<file path="src/hdl/uvs_pkg.sv">
`timescale 1ns / 1ps
// Shared constants, codes and types for the UV sphere mesh generator.
// No dependencies; every other file refers to it by scoped names.
package uvs_pkg;

    localparam int MAX_STEPS    = 256;
    localparam int MIN_STEPS    = 4;
    localparam int STEP_W       = 9;
    localparam int IDX_W        = 8;
    localparam int CW           = 34;
    localparam int PW           = 2 * CW;
    localparam int CORDIC_ITERS = 16;
    localparam int ITER_W       = 4;

    localparam logic signed [CW-1:0] CORDIC_X0 = 34'sd652032874;
    localparam logic signed [CW-1:0] UNIT_Q30  = 34'sd1073741824;

    localparam logic [8:0]  RESET_STEPS  = 9'd24;
    localparam logic [30:0] RESET_RADIUS = 31'd65536;
    localparam logic [29:0] RESET_ASTEP  = 30'd89478485;

    // register indexes
    localparam logic [1:0] REG_STEPS  = 2'd0;
    localparam logic [1:0] REG_RADIUS = 2'd1;
    localparam logic [1:0] REG_ASTEP  = 2'd2;

    // sweep phases
    localparam logic [2:0] PH_POLES = 3'd0;
    localparam logic [2:0] PH_RING  = 3'd1;
    localparam logic [2:0] PH_NORTH = 3'd2;
    localparam logic [2:0] PH_MID   = 3'd3;
    localparam logic [2:0] PH_SOUTH = 3'd4;
    localparam logic [2:0] PH_IDLE  = 3'd5;

    // item kinds
    localparam logic [1:0] KIND_VERTEX = 2'd0;
    localparam logic [1:0] KIND_TRI    = 2'd1;
    localparam logic [1:0] KIND_IDLE   = 2'd2;

    // datapath operations
    localparam logic [3:0] OP_NONE     = 4'd0;
    localparam logic [3:0] OP_CORDIC_T = 4'd1;
    localparam logic [3:0] OP_CORDIC_P = 4'd2;
    localparam logic [3:0] OP_POLE     = 4'd3;
    localparam logic [3:0] OP_MUL_NX   = 4'd4;
    localparam logic [3:0] OP_MUL_NY   = 4'd5;
    localparam logic [3:0] OP_MUL_PX   = 4'd6;
    localparam logic [3:0] OP_MUL_PY   = 4'd7;
    localparam logic [3:0] OP_MUL_PZ   = 4'd8;

    typedef struct packed {
        logic [3:0]       op;
        logic [IDX_W-1:0] ring;
        logic [IDX_W-1:0] col;
    } dp_cmd_t;

    typedef struct packed {
        logic cordic_busy;
    } dp_status_t;

    typedef struct packed {
        logic        load;
        logic [1:0]  kind;
        logic [15:0] a;
        logic [15:0] b;
        logic [15:0] c;
        logic        last;
    } ctrl_res_t;

    function automatic logic signed [CW-1:0] atan_val(input logic [ITER_W-1:0] k);
        logic signed [CW-1:0] v;
        unique case (k)
            4'd0:    v = 34'sd536870912;
            4'd1:    v = 34'sd316933406;
            4'd2:    v = 34'sd167458907;
            4'd3:    v = 34'sd85004756;
            4'd4:    v = 34'sd42667331;
            4'd5:    v = 34'sd21354465;
            4'd6:    v = 34'sd10679838;
            4'd7:    v = 34'sd5340245;
            4'd8:    v = 34'sd2670163;
            4'd9:    v = 34'sd1335087;
            4'd10:   v = 34'sd667544;
            4'd11:   v = 34'sd333772;
            4'd12:   v = 34'sd166886;
            4'd13:   v = 34'sd83443;
            4'd14:   v = 34'sd41722;
            default: v = 34'sd20861;
        endcase
        return v;
    endfunction

endpackage

</file>
<file path="src/hdl/uvs_dp.sv">
`timescale 1ns / 1ps
// Datapath: iterative CORDIC sine/cosine, one shared multiplier with a
// registered product, and the vertex normal and position registers. Depends on uvs_pkg.
module uvs_dp (
    input  logic                  clk,
    input  logic                  rst_n,
    input  uvs_pkg::dp_cmd_t      cmd,
    input  logic [29:0]           angle_step,
    input  logic [30:0]           radius,
    output uvs_pkg::dp_status_t   status,
    output logic signed [31:0]    pos_x,
    output logic signed [31:0]    pos_y,
    output logic signed [31:0]    pos_z,
    output logic signed [15:0]    norm_x,
    output logic signed [15:0]    norm_y,
    output logic signed [15:0]    norm_z
);

    localparam int CW = uvs_pkg::CW;
    localparam int PW = uvs_pkg::PW;
    localparam logic signed [PW-1:0] POS_LIM = 68'sd2147483647;

    logic                          busy_reg;
    logic [uvs_pkg::ITER_W-1:0]    k_reg;
    logic                          flip_reg, dest_reg;
    logic signed [CW-1:0]          x_reg, y_reg, z_reg;
    logic signed [CW-1:0]          ct_reg, st_reg, cp_reg, sp_reg;
    logic signed [CW-1:0]          nx_reg, ny_reg, nz_reg;
    logic signed [PW-1:0]          prod_reg;
    logic [3:0]                    tag_reg;
    logic signed [31:0]            px_reg, py_reg, pz_reg;

    logic [8:0]            ang_mul;
    logic [38:0]           ang_full;
    logic [31:0]           ang;
    logic signed [CW-1:0]  dx, dy, at, x_nx, y_nx, z_nx, cos_v, sin_v;
    logic signed [CW-1:0]  mul_a, mul_b;
    logic signed [PW-1:0]  rnd30;
    logic signed [31:0]    pos_sat;
    logic                  is_cordic, is_mul;

    function automatic logic signed [15:0] quant_norm(input logic signed [CW-1:0] n);
        logic signed [CW-1:0] t;
        logic signed [15:0]   q;
        t = (n + 34'sd32768) >>> 16;
        if (t > 34'sd16384)
            q = 16'sd16384;
        else if (t < -34'sd16384)
            q = -16'sd16384;
        else
            q = 16'(t);
        return q;
    endfunction

    assign is_cordic = (cmd.op == uvs_pkg::OP_CORDIC_T) || (cmd.op == uvs_pkg::OP_CORDIC_P);
    assign is_mul    = (cmd.op == uvs_pkg::OP_MUL_NX) || (cmd.op == uvs_pkg::OP_MUL_NY)
                    || (cmd.op == uvs_pkg::OP_MUL_PX) || (cmd.op == uvs_pkg::OP_MUL_PY)
                    || (cmd.op == uvs_pkg::OP_MUL_PZ);

    assign ang_mul  = (cmd.op == uvs_pkg::OP_CORDIC_T) ? {1'b0, cmd.ring} : {cmd.col, 1'b0};
    assign ang_full = ang_mul * angle_step;
    assign ang      = ang_full[31:0];

    assign dx    = y_reg >>> k_reg;
    assign dy    = x_reg >>> k_reg;
    assign at    = uvs_pkg::atan_val(k_reg);
    assign x_nx  = z_reg[CW-1] ? x_reg + dx : x_reg - dx;
    assign y_nx  = z_reg[CW-1] ? y_reg - dy : y_reg + dy;
    assign z_nx  = z_reg[CW-1] ? z_reg + at : z_reg - at;
    assign cos_v = flip_reg ? -x_nx : x_nx;
    assign sin_v = flip_reg ? -y_nx : y_nx;

    always_comb
    begin
        mul_a = signed'({3'd0, radius});
        mul_b = nz_reg;
        unique case (cmd.op)
            uvs_pkg::OP_MUL_NX:
            begin
                mul_a = st_reg;
                mul_b = cp_reg;
            end
            uvs_pkg::OP_MUL_NY:
            begin
                mul_a = st_reg;
                mul_b = sp_reg;
            end
            uvs_pkg::OP_MUL_PX: mul_b = nx_reg;
            uvs_pkg::OP_MUL_PY: mul_b = ny_reg;
            default:            mul_b = nz_reg;
        endcase
    end

    assign rnd30 = (prod_reg + (68'sd1 <<< 29)) >>> 30;

    always_comb
    begin
        if (rnd30 > POS_LIM)
            pos_sat = 32'sd2147483647;
        else if (rnd30 < -POS_LIM)
            pos_sat = -32'sd2147483647;
        else
            pos_sat = 32'(rnd30);
    end

    always_ff @(posedge clk or negedge rst_n)
    begin
        if (!rst_n)
        begin
            busy_reg <= 1'b0;
            k_reg    <= '0;
            tag_reg  <= uvs_pkg::OP_NONE;
        end
        else
        begin
            if (is_cordic)
            begin
                busy_reg <= 1'b1;
                k_reg    <= '0;
            end
            else if (busy_reg)
            begin
                k_reg <= k_reg + 4'd1;
                if (k_reg == 4'(uvs_pkg::CORDIC_ITERS - 1))
                    busy_reg <= 1'b0;
            end
            tag_reg <= is_mul ? cmd.op : uvs_pkg::OP_NONE;
        end
    end

    always_ff @(posedge clk)
    begin
        if (is_cordic)
        begin
            flip_reg <= ang[31] ^ ang[30];
            dest_reg <= (cmd.op == uvs_pkg::OP_CORDIC_P);
            x_reg    <= uvs_pkg::CORDIC_X0;
            y_reg    <= '0;
            z_reg    <= CW'(signed'({ang[30], ang[30:0]}));
        end
        else if (busy_reg)
        begin
            x_reg <= x_nx;
            y_reg <= y_nx;
            z_reg <= z_nx;
            if (k_reg == 4'(uvs_pkg::CORDIC_ITERS - 1))
            begin
                if (dest_reg)
                begin
                    cp_reg <= cos_v;
                    sp_reg <= sin_v;
                end
                else
                begin
                    ct_reg <= cos_v;
                    st_reg <= sin_v;
                end
            end
        end

        prod_reg <= mul_a * mul_b;

        if (cmd.op == uvs_pkg::OP_POLE)
        begin
            nx_reg <= '0;
            ny_reg <= '0;
            nz_reg <= (cmd.col == 8'd0) ? uvs_pkg::UNIT_Q30 : -uvs_pkg::UNIT_Q30;
        end
        else if (cmd.op == uvs_pkg::OP_MUL_NX)
            nz_reg <= ct_reg;

        unique case (tag_reg)
            uvs_pkg::OP_MUL_NX: nx_reg <= rnd30[CW-1:0];
            uvs_pkg::OP_MUL_NY: ny_reg <= rnd30[CW-1:0];
            uvs_pkg::OP_MUL_PX: px_reg <= pos_sat;
            uvs_pkg::OP_MUL_PY: py_reg <= pos_sat;
            uvs_pkg::OP_MUL_PZ: pz_reg <= pos_sat;
            default: ;
        endcase
    end

    assign status.cordic_busy = busy_reg;
    assign pos_x  = px_reg;
    assign pos_y  = py_reg;
    assign pos_z  = pz_reg;
    assign norm_x = quant_norm(nx_reg);
    assign norm_y = quant_norm(ny_reg);
    assign norm_z = quant_norm(nz_reg);

endmodule

</file>
<file path="config.mk">
export PLATFORM = sky130hd
export DESIGN_NAME = uvs_dp
export DESIGN_NICKNAME = d
export VERILOG_FILES = /design/src/hdl/uvs_pkg.sv /design/src/hdl/uvs_dp.sv
export SDC_FILE = /design/constraint.sdc
export NUM_CORES = 2
export LEC_CHECK = 0
export ABC_CLOCK_PERIOD_IN_PS = 12050
export BUFFER_PORTS_ARGS = -buffer_cell sky130_fd_sc_hd__buf_4
export CAP_MARGIN = 10
export CORE_MARGIN = 4
export CORE_UTILIZATION = 60
export CTS_CLUSTER_DIAMETER = 40
export DETAILED_ROUTE_END_ITERATION = 16
export HOLD_SLACK_MARGIN = 0.06
export PLACE_DENSITY = 0.77
export SLEW_MARGIN = 10
export SYNTH_ARGS = -nofsm -noshare
export SYNTH_HDL_FRONTEND = slang
export SYNTH_SLANG_ARGS = --single-unit
</file>
<file path="constraint.sdc">
create_clock -name clk -period 12.05 [get_ports clk]
set_input_delay 3.0125 -clock clk [delete_from_list [all_inputs] [get_ports clk]]
set_output_delay 3.0125 -clock clk [all_outputs]
set_load 0.02 [all_outputs]
</file>
Word-level counts from Yosys, hierarchy flattened
Memory sizes are Yosys's and may differ from the RTL's.
Index checks and enable logic that the tools add are counted.
{ "classes": {"n_shift": 2, "n_reduce_logical": 13, "n_addsub": 13, "mul": 2, "n_eq_ne": 14, "muxes": 30, "n_lt_le_gt_ge": 8, "bitwise_logic": 3} }
{ "ops": {"columns": ["cell", "count"], "rows": [
  ["34-bit two-way mux", 14],
  ["34-bit one-hot mux with 4 select lines", 1],
  ["34-bit by 17-bit adder with 34-bit output, second input constant", 3],
  ["34-bit adder", 3],
  ["34-bit subtractor", 3],
  ["16-bit two-way mux", 6],
  ["68-bit by 31-bit adder with 68-bit output, second input constant", 1],
  ["34-bit by 34-bit multiplier with 68-bit output", 1],
  ["34-bit negator", 2],
  ["34-bit by 4-bit >>> shifter with 34-bit output", 2],
  ["32-bit two-way mux", 2],
  ["18-bit by 16-bit greater-than comparator with 1-bit output, second input constant", 3],
  ["18-bit by 15-bit < comparator with 1-bit output, second input constant", 3],
  ["38-bit by 32-bit greater-than comparator with 1-bit output, second input constant", 1],
  ["38-bit by 32-bit < comparator with 1-bit output, second input constant", 1],
  ["4-bit by 3-bit equality test with 1-bit output, second input constant", 8],
  ["9-bit by 30-bit multiplier with 32-bit output", 1],
  ["4-bit equality test, second input constant", 3],
  ["4-bit two-way mux", 3],
  ["9-bit two-way mux", 1],
  ["4-bit by 2-bit equality test with 1-bit output, second input constant", 2],
  ["8-bit zero test", 1],
  ["4-bit AND reduction", 2],
  ["2-bit nonzero test", 4],
  ["7 further kinds", 14]
]} }
{ "word_totals": {"regBits": 515, "mem_count": 1, "wordCells": 105, "romBits": 480} }
{ "memory_table": {"columns": ["name", "words", "width", "read_ports", "rd_clocked_by_memory_dff", "wr", "line", "text"], "rows": [
  ["(name not given)", 16, 30, 1, 0, 0, "uvs_pkg.sv:72", "unique case (k)"]
]} }

Logic depth before layout (Yosys ltp)
{ "logic_depth": {"ltp_word": 6, "depth_mapped": 37} }

Worst setup path after synthesis
Ideal clock, no wire load.
{ "synth_timing": {"path_kind": "input to register", "from": "in cmd[19] (netlist name)", "to": "reg prod_reg[67]", "arrival_ns": 11.806, "setup_ns": 0.072, "setup_slack_ns": 0.172, "stages": 28, "n_path_buf": 3, "cell_sequence": "nor3b_1 -> buf_2 -> buf_1 -> buf_1 -> nand2_1 -> nor2_1 -> fa_1 -> fa_1 -> fa_1 -> inv_1 -> fa_1 -> inv_1 -> fa_1 -> fa_1 -> fa_1 -> fa_1 -> ha_1 -> a21oi_1 -> nand2_1 -> a21o_1 -> a21o_1 -> a21oi_1 -> o21bai_1 -> a22oi_1 -> a21oi_1 -> a211o_1 -> a21oi_1 -> xnor2_1"} }
{ "synth_via": {"elab_chain_cells": 4} }
{ "synth_rtl": {"columns": ["element", "line", "text"], "rows": [
  ["start, declared", "uvs_dp.sv:7", "input uvs_pkg::dp_cmd_t cmd,"],
  ["4-bit by 3-bit equality test with 1-bit output", "uvs_dp.sv:77", "unique case (cmd.op)"],
  ["2-bit OR reduction (no source line)", null, null],
  ["34-bit two-way mux", "uvs_dp.sv:77", null],
  ["34-bit by 34-bit multiplier with 68-bit output (*)", "uvs_dp.sv:161", "prod_reg <= mul_a * mul_b;"],
  ["end signal, assigned", "uvs_dp.sv:161", null],
  ["end, declared", "uvs_dp.sv:29", "logic signed [PW-1:0] prod_reg;"]
]} }
Mark *: on every way between the ends. The rest lies on a longest branch, timed or not.
A chain may end at the register's enable or synchronous reset.

Worst setup path in the final report
{ "layout_timing": {"from": "in cmd[17] (netlist name)", "to": "reg prod_reg[55]"} }
Same word-level chain as after synthesis.

==> run metrics <==
DP HPWL=221 mm; Syn. warnings=0; number of DRC markers in iteration 0=6,490; commonest non-fill, non-tap cell in the layout=fa_1; CTS root buf=clkbuf_16; first-pass GRT wire length=406 mm; GRT Util Overall=approximately two fifths; fin crit period=11.78 ns; status=complete, no violations; max frequency=84.9 MHz; commonest cells after routing, fill and taps aside=fa_1 (1,421), inv_1 (1,380), nor2_1 (1,010); H-tree levels=3; area grow syn2layout=12.2%; Ports=228; r2r endpoint=prod_reg[55]; register bit count reported by yosys=486; Vias=63,825; synthesized cell area=about 0.079 mm²; Synth Area per Inst=roughly 9.5 µm²; # port buffers=~230; CTS tree=yes; Worst-Skew Late Latency=approximately 0.66 ns; antenna violations before repair=11; die height=about 370 µm; Routed wire per std cell=25.6 µm; GP Congestion=1.07; clk sinks=486; post-DR vias/cell=6.08; Synth Flop Type=edfxtp_1; Nets=10,541; Post-Route WL=around 270 mm; Critical Path RT=12.61 ns; period utilization=around 98%; max-cap violation count=0; slowest cell on the critical path=o311ai_1; post-route ant nets=0; crit path capture=prod_reg[55]; leading area contributor after synthesis=fa_1; largest net degree at the start of global routing=74; r2r worst-path depth=29; area of the core=between 0.1 and 0.15 mm²; Hold WS=0.493 ns; RSZ-0062 raised after global routing=false; leading post-synthesis cells by cell area=fa_1 (36%), edfxtp_1 (14%), inv_1 (6.6%); layout cell share with drive strength beyond 1=12.8%; Synth top area share=approximately 36%; Worst Setup SP=cmd[17]; kind of start point of the critical path=input pin; final setup margin=0.271 ns; Post-CTS Hold Buffers=0; die area=0.137 mm²; vias in the first global route=66,829; setup slack, reg-to-reg=2.63 ns; Placed Instance Area=0.0856 mm²; Max Transition Viols Final=0; post-synth net total=10,158; sequential fraction of the synthesis area=17.1%; Post-synth ARST share=under 10%; Syn Inst Count=between 8,000 and 9,000; worst slew pin tran=1.27 ns; DR DRC count=0; number of enable flip-flop cells after synthesis=370; clock-pin slew on the worst setup and hold paths=0.06 ns; Num CTS Buffers=a little under 80; postcts setup bufs=0; Worst path max stage delay=approximately 0.71 ns; Clock Tree Buf Depth=3; reg-to-reg startpoint=nx_reg[11]; final core occ=68.0%; drt first pass iters=10; num rows=132; crit path max fanout=10; remaining global-route overflow=0; post-place setup slack=-0.514 ns; Crit path top cell by count=fa_1; WS Path Type=in -> reg; max FFs per register=39; initial core utilization=60.6%; endpoints failing setup=0; library cells used by synthesis=108; CP endpoint kind=flop; Arrival @ worst endpoint=around 12 ns; post-route cell area=0.0883 mm²; Final Hold Fails=0; Die W=370 µm; final setup skew=between 0.04 and 0.05 ns; Worst Hold Class=reg -> reg; Slew headroom=between 10% and 20%
critical path, delay by kind of cell:
kind                     cells  cell delay, ns
adder cells (fa/ha/maj)      9            3.78
AO/OA/AOI/OAI                8            3.30
buffers and inverters        7            1.03
AND/OR/NAND/NOR              6            1.03
XOR/XNOR                     1            0.16
metal layers:
layer	vias to the layer above	share of wire (%)	global-route usage, %
li1	27148	-	-
met1	32013	35	48.8
met4	4	8.5	26.0
met3	1046	9.3	6.95
met5	-	0.0086	0
met2	3614	47	65.0
metrics by stage:
stage / TNS (ns) / instances
floorplan: 0 / 8300
global placement: -4.43 / 10345
detailed placement: -7.74 / 10345
CTS: 0 / 10487
global route: 0 / 10487
finish: 0 / 10494
cells in the mapped netlist (116+ instances only):
cell type and n:
ha_1 354, xor2_1 160, nor2_1 1012, xnor2_1 248, nand2_1 929, inv_1 1381, clkbuf_1 298, edfxtp_1 370
fa_1 1421, a21oi_1 267, o21ai_0 214, mux2i_1 116
worst min path at each step:
stage,start,end,depth (start not counted)
global placement,ct_reg[30],nz_reg[30],1
CTS,ct_reg[18],nz_reg[18],1
detailed placement,ct_reg[30],nz_reg[30],1
global route,ct_reg[18],nz_reg[18],1
floorplan,ct_reg[30],nz_reg[30],1
finish,ct_reg[18],nz_reg[18],1
cell families (layout without fill, tap and decap cells):
| group | after synthesis | count (layout) | synth area share, % |
|---|---|---|---|
| DFF | 486 | 486 | 17.1 |
| muxes | 303 | 303 | 5.45 |
| other | 0 | 7 | 0 |
| buffers and inverters | 1779 | 2224 | 8.82 |
| AOI/OAI and AO/OA | 924 | 924 | 7.49 |
| adders and majority gates | 1775 | 1775 | 41.8 |
| and+or+nand+nor | 2624 | 2624 | 14.8 |
| xor gates and xnor gates | 409 | 409 | 4.56 |
cell type report:
class	instances	area, µm²
well taps	1742	2180
diodes	7	17.5
fillers	10156	41500
clock buffers	91	2050
clock inverters	51	616
repair buffers	699	6110
inverters	1383	5190
flip-flops and latches	486	13500
multi-input cells	6035	58600
what timing repair did:
item | CTS | global route
resized for setup | 0 | 2
endpoints found under the setup margin | 0 | 33
endpoints found under the hold margin | 0 | 0
Power is not shown: default switching activity piles up to over one toggle a cycle in this logic, so the estimate is an artifact.
