### config.mk
export PLATFORM = sky130hd
export DESIGN_NAME = uvs_ctrl
export DESIGN_NICKNAME = d
export VERILOG_FILES = /design/src/hdl/uvs_pkg.sv /design/src/hdl/uvs_ctrl.sv
export SDC_FILE = /design/constraint.sdc
export NUM_CORES = 1
export LEC_CHECK = 0
export ABC_AREA = 1
export BUFFER_PORTS_ARGS = -buffer_cell sky130_fd_sc_hd__buf_2
export CAP_MARGIN = 15
export CORE_ASPECT_RATIO = 0.8
export CORE_UTILIZATION = 38
export DETAILED_ROUTE_END_ITERATION = 6
export PLACE_DENSITY_LB_ADDON = 0.08
export SKIP_CTS_REPAIR_TIMING = 1
export SYNTH_ARGS = -nofsm -noshare
export SYNTH_HDL_FRONTEND = slang
export SYNTH_SLANG_ARGS = --single-unit
### constraint.sdc
create_clock -name clk -period 32.6 [get_ports clk]
set_input_delay 4.89 -clock clk [delete_from_list [all_inputs] [get_ports clk]]
set_output_delay 4.89 -clock clk [all_outputs]
set_load 0.1 [all_outputs]
### src/hdl/uvs_pkg.sv
`timescale 1ns / 1ps
// Shared constants, codes and types for the UV sphere mesh generator.
// No dependencies; every other file refers to it by scoped names.
package uvs_pkg;

    localparam int MAX_STEPS    = 256;
    localparam int MIN_STEPS    = 4;
    localparam int STEP_W       = 9;
    localparam int IDX_W        = 8;
    localparam int CW           = 34;
    localparam int PW           = 2 * CW;
    localparam int CORDIC_ITERS = 16;
    localparam int ITER_W       = 4;

    localparam logic signed [CW-1:0] CORDIC_X0 = 34'sd652032874;
    localparam logic signed [CW-1:0] UNIT_Q30  = 34'sd1073741824;

    localparam logic [8:0]  RESET_STEPS  = 9'd24;
    localparam logic [30:0] RESET_RADIUS = 31'd65536;
    localparam logic [29:0] RESET_ASTEP  = 30'd89478485;

    // register indexes
    localparam logic [1:0] REG_STEPS  = 2'd0;
    localparam logic [1:0] REG_RADIUS = 2'd1;
    localparam logic [1:0] REG_ASTEP  = 2'd2;

    // sweep phases
    localparam logic [2:0] PH_POLES = 3'd0;
    localparam logic [2:0] PH_RING  = 3'd1;
    localparam logic [2:0] PH_NORTH = 3'd2;
    localparam logic [2:0] PH_MID   = 3'd3;
    localparam logic [2:0] PH_SOUTH = 3'd4;
    localparam logic [2:0] PH_IDLE  = 3'd5;

    // item kinds
    localparam logic [1:0] KIND_VERTEX = 2'd0;
    localparam logic [1:0] KIND_TRI    = 2'd1;
    localparam logic [1:0] KIND_IDLE   = 2'd2;

    // datapath operations
    localparam logic [3:0] OP_NONE     = 4'd0;
    localparam logic [3:0] OP_CORDIC_T = 4'd1;
    localparam logic [3:0] OP_CORDIC_P = 4'd2;
    localparam logic [3:0] OP_POLE     = 4'd3;
    localparam logic [3:0] OP_MUL_NX   = 4'd4;
    localparam logic [3:0] OP_MUL_NY   = 4'd5;
    localparam logic [3:0] OP_MUL_PX   = 4'd6;
    localparam logic [3:0] OP_MUL_PY   = 4'd7;
    localparam logic [3:0] OP_MUL_PZ   = 4'd8;

    typedef struct packed {
        logic [3:0]       op;
        logic [IDX_W-1:0] ring;
        logic [IDX_W-1:0] col;
    } dp_cmd_t;

    typedef struct packed {
        logic cordic_busy;
    } dp_status_t;

    typedef struct packed {
        logic        load;
        logic [1:0]  kind;
        logic [15:0] a;
        logic [15:0] b;
        logic [15:0] c;
        logic        last;
    } ctrl_res_t;

    function automatic logic signed [CW-1:0] atan_val(input logic [ITER_W-1:0] k);
        logic signed [CW-1:0] v;
        unique case (k)
            4'd0:    v = 34'sd536870912;
            4'd1:    v = 34'sd316933406;
            4'd2:    v = 34'sd167458907;
            4'd3:    v = 34'sd85004756;
            4'd4:    v = 34'sd42667331;
            4'd5:    v = 34'sd21354465;
            4'd6:    v = 34'sd10679838;
            4'd7:    v = 34'sd5340245;
            4'd8:    v = 34'sd2670163;
            4'd9:    v = 34'sd1335087;
            4'd10:   v = 34'sd667544;
            4'd11:   v = 34'sd333772;
            4'd12:   v = 34'sd166886;
            4'd13:   v = 34'sd83443;
            4'd14:   v = 34'sd41722;
            default: v = 34'sd20861;
        endcase
        return v;
    endfunction

endpackage

### src/hdl/uvs_ctrl.sv
`timescale 1ns / 1ps
// Controller: sweep counters, triangle indices and the per-item sequencer
// that drives the datapath. Depends on uvs_pkg.
module uvs_ctrl (
    input  logic                  clk,
    input  logic                  rst_n,
    input  logic                  item_valid,
    output logic                  item_ready,
    input  logic                  restart,
    input  logic [8:0]            steps,
    input  logic                  out_free,
    output uvs_pkg::dp_cmd_t      cmd,
    input  uvs_pkg::dp_status_t   status,
    output uvs_pkg::ctrl_res_t    res
);

    localparam logic [3:0] ST_IDLE  = 4'd0;
    localparam logic [3:0] ST_DISP  = 4'd1;
    localparam logic [3:0] ST_WT    = 4'd2;
    localparam logic [3:0] ST_WP    = 4'd3;
    localparam logic [3:0] ST_NY    = 4'd4;
    localparam logic [3:0] ST_PX    = 4'd5;
    localparam logic [3:0] ST_PY    = 4'd6;
    localparam logic [3:0] ST_PZ    = 4'd7;
    localparam logic [3:0] ST_DRAIN = 4'd8;
    localparam logic [3:0] ST_EMIT  = 4'd9;

    logic [3:0] state_reg, state_next;
    logic [2:0] phase_reg, phase_next;
    logic [7:0] ring_reg, ring_next;
    logic [7:0] col_reg, col_next;
    logic       half_reg, half_next;

    logic        col_last, ring_last, ring_last2;
    logic [15:0] steps16, ring16, col16;
    logic [31:0] mid_prod, south_prod;
    logic [15:0] shift, ca, cb;

    assign steps16    = {7'd0, steps};
    assign ring16     = {8'd0, ring_reg};
    assign col16      = {8'd0, col_reg};
    assign col_last   = ({1'b0, col_reg} + 9'd1) >= steps;
    assign ring_last  = ({1'b0, ring_reg} + 9'd1) >= steps;
    assign ring_last2 = ({2'd0, ring_reg} + 10'd2) >= {1'b0, steps};
    assign mid_prod   = (ring16 - 16'd1) * steps16;
    assign south_prod = (steps16 - 16'd2) * steps16;

    always_comb
    begin
        unique case (phase_reg)
            uvs_pkg::PH_MID:   shift = 16'd2 + mid_prod[15:0];
            uvs_pkg::PH_SOUTH: shift = 16'd2 + south_prod[15:0];
            default:           shift = 16'd2;
        endcase
        ca = shift + col16;
        cb = col_last ? shift : ca + 16'd1;
    end

    assign item_ready = (state_reg == ST_IDLE);

    always_comb
    begin
        state_next = state_reg;
        phase_next = phase_reg;
        ring_next  = ring_reg;
        col_next   = col_reg;
        half_next  = half_reg;
        cmd.op     = uvs_pkg::OP_NONE;
        cmd.ring   = ring_reg;
        cmd.col    = col_reg;
        res        = '0;
        unique case (state_reg)
            ST_IDLE:
            begin
                if (item_valid)
                begin
                    state_next = ST_DISP;
                    if (restart)
                    begin
                        phase_next = uvs_pkg::PH_POLES;
                        ring_next  = '0;
                        col_next   = '0;
                        half_next  = 1'b0;
                    end
                end
            end
            ST_DISP:
            begin
                unique case (phase_reg)
                    uvs_pkg::PH_RING:
                    begin
                        cmd.op     = uvs_pkg::OP_CORDIC_T;
                        state_next = ST_WT;
                    end
                    uvs_pkg::PH_POLES:
                    begin
                        cmd.op     = uvs_pkg::OP_POLE;
                        state_next = ST_PX;
                    end
                    default: state_next = ST_EMIT;
                endcase
            end
            ST_WT:
            begin
                if (!status.cordic_busy)
                begin
                    cmd.op     = uvs_pkg::OP_CORDIC_P;
                    state_next = ST_WP;
                end
            end
            ST_WP:
            begin
                if (!status.cordic_busy)
                begin
                    cmd.op     = uvs_pkg::OP_MUL_NX;
                    state_next = ST_NY;
                end
            end
            ST_NY:
            begin
                cmd.op     = uvs_pkg::OP_MUL_NY;
                state_next = ST_PX;
            end
            ST_PX:
            begin
                cmd.op     = uvs_pkg::OP_MUL_PX;
                state_next = ST_PY;
            end
            ST_PY:
            begin
                cmd.op     = uvs_pkg::OP_MUL_PY;
                state_next = ST_PZ;
            end
            ST_PZ:
            begin
                cmd.op     = uvs_pkg::OP_MUL_PZ;
                state_next = ST_DRAIN;
            end
            ST_DRAIN: state_next = ST_EMIT;
            ST_EMIT:
            begin
                if (out_free)
                begin
                    res.load   = 1'b1;
                    state_next = ST_IDLE;
                    unique case (phase_reg)
                        uvs_pkg::PH_POLES:
                        begin
                            res.kind = uvs_pkg::KIND_VERTEX;
                            if (col_reg == 8'd0)
                                col_next = 8'd1;
                            else
                            begin
                                phase_next = uvs_pkg::PH_RING;
                                ring_next  = 8'd1;
                                col_next   = '0;
                            end
                        end
                        uvs_pkg::PH_RING:
                        begin
                            res.kind = uvs_pkg::KIND_VERTEX;
                            if (col_last)
                            begin
                                col_next = '0;
                                if (ring_last)
                                begin
                                    phase_next = uvs_pkg::PH_NORTH;
                                    ring_next  = '0;
                                end
                                else
                                    ring_next = ring_reg + 8'd1;
                            end
                            else
                                col_next = col_reg + 8'd1;
                        end
                        uvs_pkg::PH_NORTH:
                        begin
                            res.kind = uvs_pkg::KIND_TRI;
                            res.a    = ca;
                            res.b    = cb;
                            if (col_last)
                            begin
                                phase_next = uvs_pkg::PH_MID;
                                ring_next  = 8'd1;
                                col_next   = '0;
                                half_next  = 1'b0;
                            end
                            else
                                col_next = col_reg + 8'd1;
                        end
                        uvs_pkg::PH_MID:
                        begin
                            res.kind = uvs_pkg::KIND_TRI;
                            if (!half_reg)
                            begin
                                res.a     = ca;
                                res.b     = ca + steps16;
                                res.c     = cb;
                                half_next = 1'b1;
                            end
                            else
                            begin
                                res.a     = cb + steps16;
                                res.b     = cb;
                                res.c     = ca + steps16;
                                half_next = 1'b0;
                                if (col_last)
                                begin
                                    col_next = '0;
                                    if (ring_last2)
                                    begin
                                        phase_next = uvs_pkg::PH_SOUTH;
                                        ring_next  = '0;
                                    end
                                    else
                                        ring_next = ring_reg + 8'd1;
                                end
                                else
                                    col_next = col_reg + 8'd1;
                            end
                        end
                        uvs_pkg::PH_SOUTH:
                        begin
                            res.kind = uvs_pkg::KIND_TRI;
                            res.a    = ca;
                            res.b    = 16'd1;
                            res.c    = cb;
                            res.last = col_last;
                            if (col_last)
                            begin
                                phase_next = uvs_pkg::PH_IDLE;
                                col_next   = '0;
                            end
                            else
                                col_next = col_reg + 8'd1;
                        end
                        default: res.kind = uvs_pkg::KIND_IDLE;
                    endcase
                end
            end
            default: state_next = ST_IDLE;
        endcase
    end

    always_ff @(posedge clk or negedge rst_n)
    begin
        if (!rst_n)
        begin
            state_reg <= ST_IDLE;
            phase_reg <= uvs_pkg::PH_POLES;
            ring_reg  <= '0;
            col_reg   <= '0;
            half_reg  <= 1'b0;
        end
        else
        begin
            state_reg <= state_next;
            phase_reg <= phase_next;
            ring_reg  <= ring_next;
            col_reg   <= col_next;
            half_reg  <= half_next;
        end
    end

endmodule

# Word-level counts from Yosys, hierarchy flattened

Index checks and enable logic that the tools add are counted.

Flip-flop bits (word level): 24
Input bits: 15
Logic and storage cells: 122

Add/subtract/negate cells: 13
Multiply operators: 2
Order comparisons: 3
Equal/unequal tests: 30
Muxes and demuxes: 57
Reductions and logical operators: 12

Operators by type and width:

| operator              | count |
|---|---|
| $mux 52               | 2 |
| $mux 8                | 13 |
| $pmux 32 s3           | 1 |
| $pmux 16 s2           | 2 |
| $mux 48               | 1 |
| $pmux 4 s10           | 1 |
| $mux 3                | 12 |
| $add 16x9->16         | 2 |
| $add 2x16->16 const A | 2 |
| $pmux 8 s2            | 2 |
| $pmux 8 s4            | 1 |
| $pmux 4 s7            | 1 |
| $ge 9x9->1            | 3 |
| $ne 3x3->1 const B    | 9 |
| $pmux 8 s3            | 1 |
| $add 8x1->9 const B   | 2 |
| $add 16x1->16 const B | 1 |
| $add 16x8->16         | 1 |
| $add 8x1->8 const B   | 2 |
| $eq 4x3->1 const B    | 4 |
| $mul 10x10->16        | 1 |
| $mul 9x10->16         | 1 |
| $mux 16               | 1 |
| $mux 4                | 4 |
| other kinds (31)      | 47 |

# Longest topological paths before layout

Depth in word-level cells: 12
Mapped depth: 50
Mapped depth without buffers: 49

# Worst setup path after synthesis

OpenSTA, ideal clock, no wires.

Path type: input -> output
Start point: input port steps[1]
End point: output port res[27] (netlist bit)
Arrival time: 15,856 ps
Data required time: 27,710 ps
Path slack: 11,854 ps
Cell stages on the path: 36
Cells stage by stage: buf_6 > inv_2 > clkbuf_1 > ha_1 > nand3_1 > ha_1 > inv_1 > nand2_1 > fa_1 > inv_1 > fa_1 > ha_1 > fa_1 > inv_1 > fa_1 > inv_1 > ha_1 > nand2_1 > inv_1 > nand4_1 > nand3_1 > a21oi_1 > o21ai_0 > nand2_1 > ha_1 > a21oi_1 > o21ai_0 > a21oi_1 > nand3_1 > nand2_1 > inv_1 > ha_1 > nand2_1 > a21oi_2 > xor2_1 > a2111oi_0

RTL lines:

| element            | line           | source |
|---|---|---|
| start: declaration | uvs_ctrl.sv:10 | `input logic [8:0] steps,` |
| end: declaration   | uvs_ctrl.sv:14 | `output uvs_pkg::ctrl_res_t res` |

==> flow_metrics.env <==
export IMPL_critPathMaxFanout=21
export IMPL_layout_filler_cells=3423
export IMPL_insertion_delay_ps=260
export IMPL_area_of_combinational_cells_with_multiple_inputs_um2=9600
export IMPL_via_count=11500
export IMPL_finalCriticalPeriod_ps=18830
export IMPL_via_count_of_the_first_global_routing_pass=11300
export IMPL_report_final_slew_viol_count=0
export IMPL_clockBufferDepth=2
export IMPL_cell_types_with_the_largest_area_share_after_synthesis="sky130_fd_sc_hd__fa_1, sky130_fd_sc_hd__ha_1, sky130_fd_sc_hd__nand2_1, sky130_fd_sc_hd__inv_1, sky130_fd_sc_hd__nor2_1"
export IMPL_setup_repair_after_global_routing_missed_its_margin="no"
export IMPL_detailedRoute_firstPassIterationCount=6
export IMPL_total_clock_buffers_created_by_cts=3
export IMPL_clock_root_buffer="sky130_fd_sc_hd__clkbuf_16"
export IMPL_yosysSeqAreaShare_pct=5.06
export IMPL_critical_path_arrival_ps=13940
export IMPL_drt_total_wl_mm=36.3
export IMPL_max_slew_margin_rel_pct=37.3
export IMPL_gp_congestion=0.930
export IMPL_min_period_over_period_pct=57.8
export IMPL_die_y_um=160
export IMPL_grt_remaining_overflow=0
export IMPL_setup_worst_path_start="steps[1]"
export IMPL_slowest_delay_ps=550
export IMPL_worstMarginPinSlew_ps=933
export IMPL_synth_simple_gate_area_share_pct=32.6
export IMPL_timing_critical_path_mode_cell="sky130_fd_sc_hd__nand2_1"
export IMPL_clock_sinks=24
export IMPL_yosys_warnings=0
export IMPL_htree_levels=1
export IMPL_grt_pass1_wl_mm=59.5
export IMPL_kind_of_end_point_of_the_critical_path="output port"
export IMPL_tritoncts_clock_tree="done"
export IMPL_setup_viol=0
export IMPL_std_cell_rows=57
export IMPL_synth_cells=1817
export IMPL_area_growth_synth_to_final_pct=7.37
export IMPL_yosys_cell_count_top_type="sky130_fd_sc_hd__nand2_1"
export IMPL_total_grt_usage_pct=23.5
export IMPL_startpoint_type="input port"
export IMPL_yosys_most_used_dff="sky130_fd_sc_hd__dfrtp_1"
export IMPL_rrSetupSlack_ps=27760
export IMPL_hold_class="flip-flop to flip-flop"
export IMPL_netlist_top_cells_count="sky130_fd_sc_hd__nand2_1, sky130_fd_sc_hd__inv_1, sky130_fd_sc_hd__nor2_1, sky130_fd_sc_hd__ha_1, sky130_fd_sc_hd__fa_1"
export IMPL_drv_max_cap_violation_count=0
export IMPL_synth_xor_area_share_pct=3.17
export IMPL_vias_per_cell=5.03
export IMPL_yosysTopAreaCellShare_pct=18.7
export IMPL_io_pins=88
export IMPL_dp_hpwl_mm=30.4
export IMPL_worst_setup_path_endpoint="res[48]"
export IMPL_area_of_the_mapped_netlist_um2=11900
export IMPL_wire_per_inst_um=15.9
export IMPL_synth_seq_cells=24
export IMPL_fin_skew_ps=2.77
export IMPL_final_layout_size_suffix_gt1_share_pct=11.7
export IMPL_fmax_ghz=0.0531
export IMPL_reg2regPathDepth=17
export IMPL_main_combinational_cell_family_by_area_after_synthesis="adder cells"
export IMPL_floorplan_die_area_um2=32000
export IMPL_synth_edf_count=0
export IMPL_critPathSlowestCell="sky130_fd_sc_hd__fa_1"
export IMPL_initial_core_util_pct=38.9
export IMPL_synth_largest_area_cell="sky130_fd_sc_hd__fa_1"
export IMPL_antenna_found_initial=0
export IMPL_sequential_cell_area_um2=601
export IMPL_io_buffers=87
export IMPL_detailedRoute_firstIterationViolations=701
export IMPL_synth_adder_area_share_pct=34.2
export IMPL_antenna_left=0
export IMPL_timing_hold_violations_final=0
export IMPL_antenna_cells=0
export IMPL_synthesis_area_per_instance_um2=6.54
export IMPL_setup_worst_path_class="input port to output port"
export IMPL_route_detailed_drc=0
export IMPL_crit_reg2reg_capture="ring_reg[2]"
export IMPL_setup_tns_final_ps=0
export IMPL_fp_coreArea_um2=30500
export IMPL_rr_startpoint="col_reg[1]"
export IMPL_synth_async_sr_flop_share_pct=100
export IMPL_final_nets=2149
export IMPL_worst_setup_hold_path_clk_slew_ps=70
export IMPL_die_x_um=200
export IMPL_run_status="finished clean"
export IMPL_yosys_cell_types_count=64
export IMPL_required_ps=27710
export IMPL_synth_compound_gate_area_share_pct=10.7
export IMPL_grt_max_degree=31
export IMPL_portion_of_netlist_area_occupied_by_mux_cells_pct=0
[worst min-delay path by stage]
stage	startpoint	to	slack [ps]	depth (start not counted)
detailed placement	phase_reg[0]	phase_reg[0]	540	2
floorplan	phase_reg[0]	phase_reg[0]	500	2
global placement	phase_reg[0]	phase_reg[0]	550	2
global route	phase_reg[0]	phase_reg[0]	590	2
CTS	phase_reg[0]	phase_reg[0]	560	2
finish	phase_reg[1]	phase_reg[1]	570	2
[per-layer routing]
layer	GRT usage, %	part of all wire, %
met1	36.6	52
met2	36.2	42
met3	1.08	4.6
met4	2.98	0.94
met5	0	0
[worst max-delay path, delay by kind of cell]
kind,cells,cell delay (ps)
compound gates,8,1100
fa+ha+maj,10,3820
simple gates,20,2160
buf+inv,12,1930
[final cells by class]
type,instances,share of cell area (%)
clock buffers,3,0.589
clock inverters,1,0.235
well taps,413,4.05
repair buffers,92,3.71
flip-flops and latches,24,4.71
multi-input cells,1371,75.3
inverters,384,11.4
[through the flow]
step	setup slack [ps]	utilization, %	hold WS (ps)	cell area [um2]	std cells
3_5_place_dp	13800	41.4	544	12700	2284
2_1_floorplan	11850	-	496	11900	1819
4_1_cts	13780	41.8	562	12800	2288
5_1_grt	12920	41.8	592	12800	2288
6_report	13770	41.8	573	12800	2288
3_3_place_gp	13970	41.4	547	12700	2284
[kinds of logic (layout without fill, tap and decap cells)]
| logic type | after synthesis | count (layout) |
|---|---|---|
| other cells | 2 | 4 |
| xor+xnor | 43 | 43 |
| compound gates | 224 | 224 |
| buf+inv | 424 | 480 |
| fa+ha+maj | 258 | 258 |
| flops | 24 | 24 |
| simple gates | 842 | 842 |
[layout by cell type, fill, tap and decap left out, types with 6 or more instances in the layout]
cell type,netlist,routed
sky130_fd_sc_hd__o21ai_1,7,7
sky130_fd_sc_hd__nand3b_1,8,8
sky130_fd_sc_hd__nand2_1,428,428
sky130_fd_sc_hd__nand4_1,20,20
sky130_fd_sc_hd__dfrtp_1,24,24
sky130_fd_sc_hd__nand2_2,31,31
sky130_fd_sc_hd__o22ai_1,17,17
sky130_fd_sc_hd__a21oi_1,96,96
sky130_fd_sc_hd__nand3_2,12,12
sky130_fd_sc_hd__o21ai_0,59,58
sky130_fd_sc_hd__inv_2,21,21
sky130_fd_sc_hd__nor3_1,19,19
sky130_fd_sc_hd__a31oi_1,9,9
sky130_fd_sc_hd__nand3_1,88,88
sky130_fd_sc_hd__inv_1,351,351
sky130_fd_sc_hd__nand2_4,14,14
sky130_fd_sc_hd__ha_1,147,147
sky130_fd_sc_hd__fa_1,111,111
sky130_fd_sc_hd__xnor2_1,13,13
sky130_fd_sc_hd__xor2_1,30,30
sky130_fd_sc_hd__clkinv_1,6,6
sky130_fd_sc_hd__nor2_1,178,178
sky130_fd_sc_hd__o31ai_1,7,7
sky130_fd_sc_hd__nor2_2,10,10
sky130_fd_sc_hd__buf_2,9,87
Power is not shown: default switching activity piles up to over one toggle a cycle in this logic, so the estimate is an artifact.
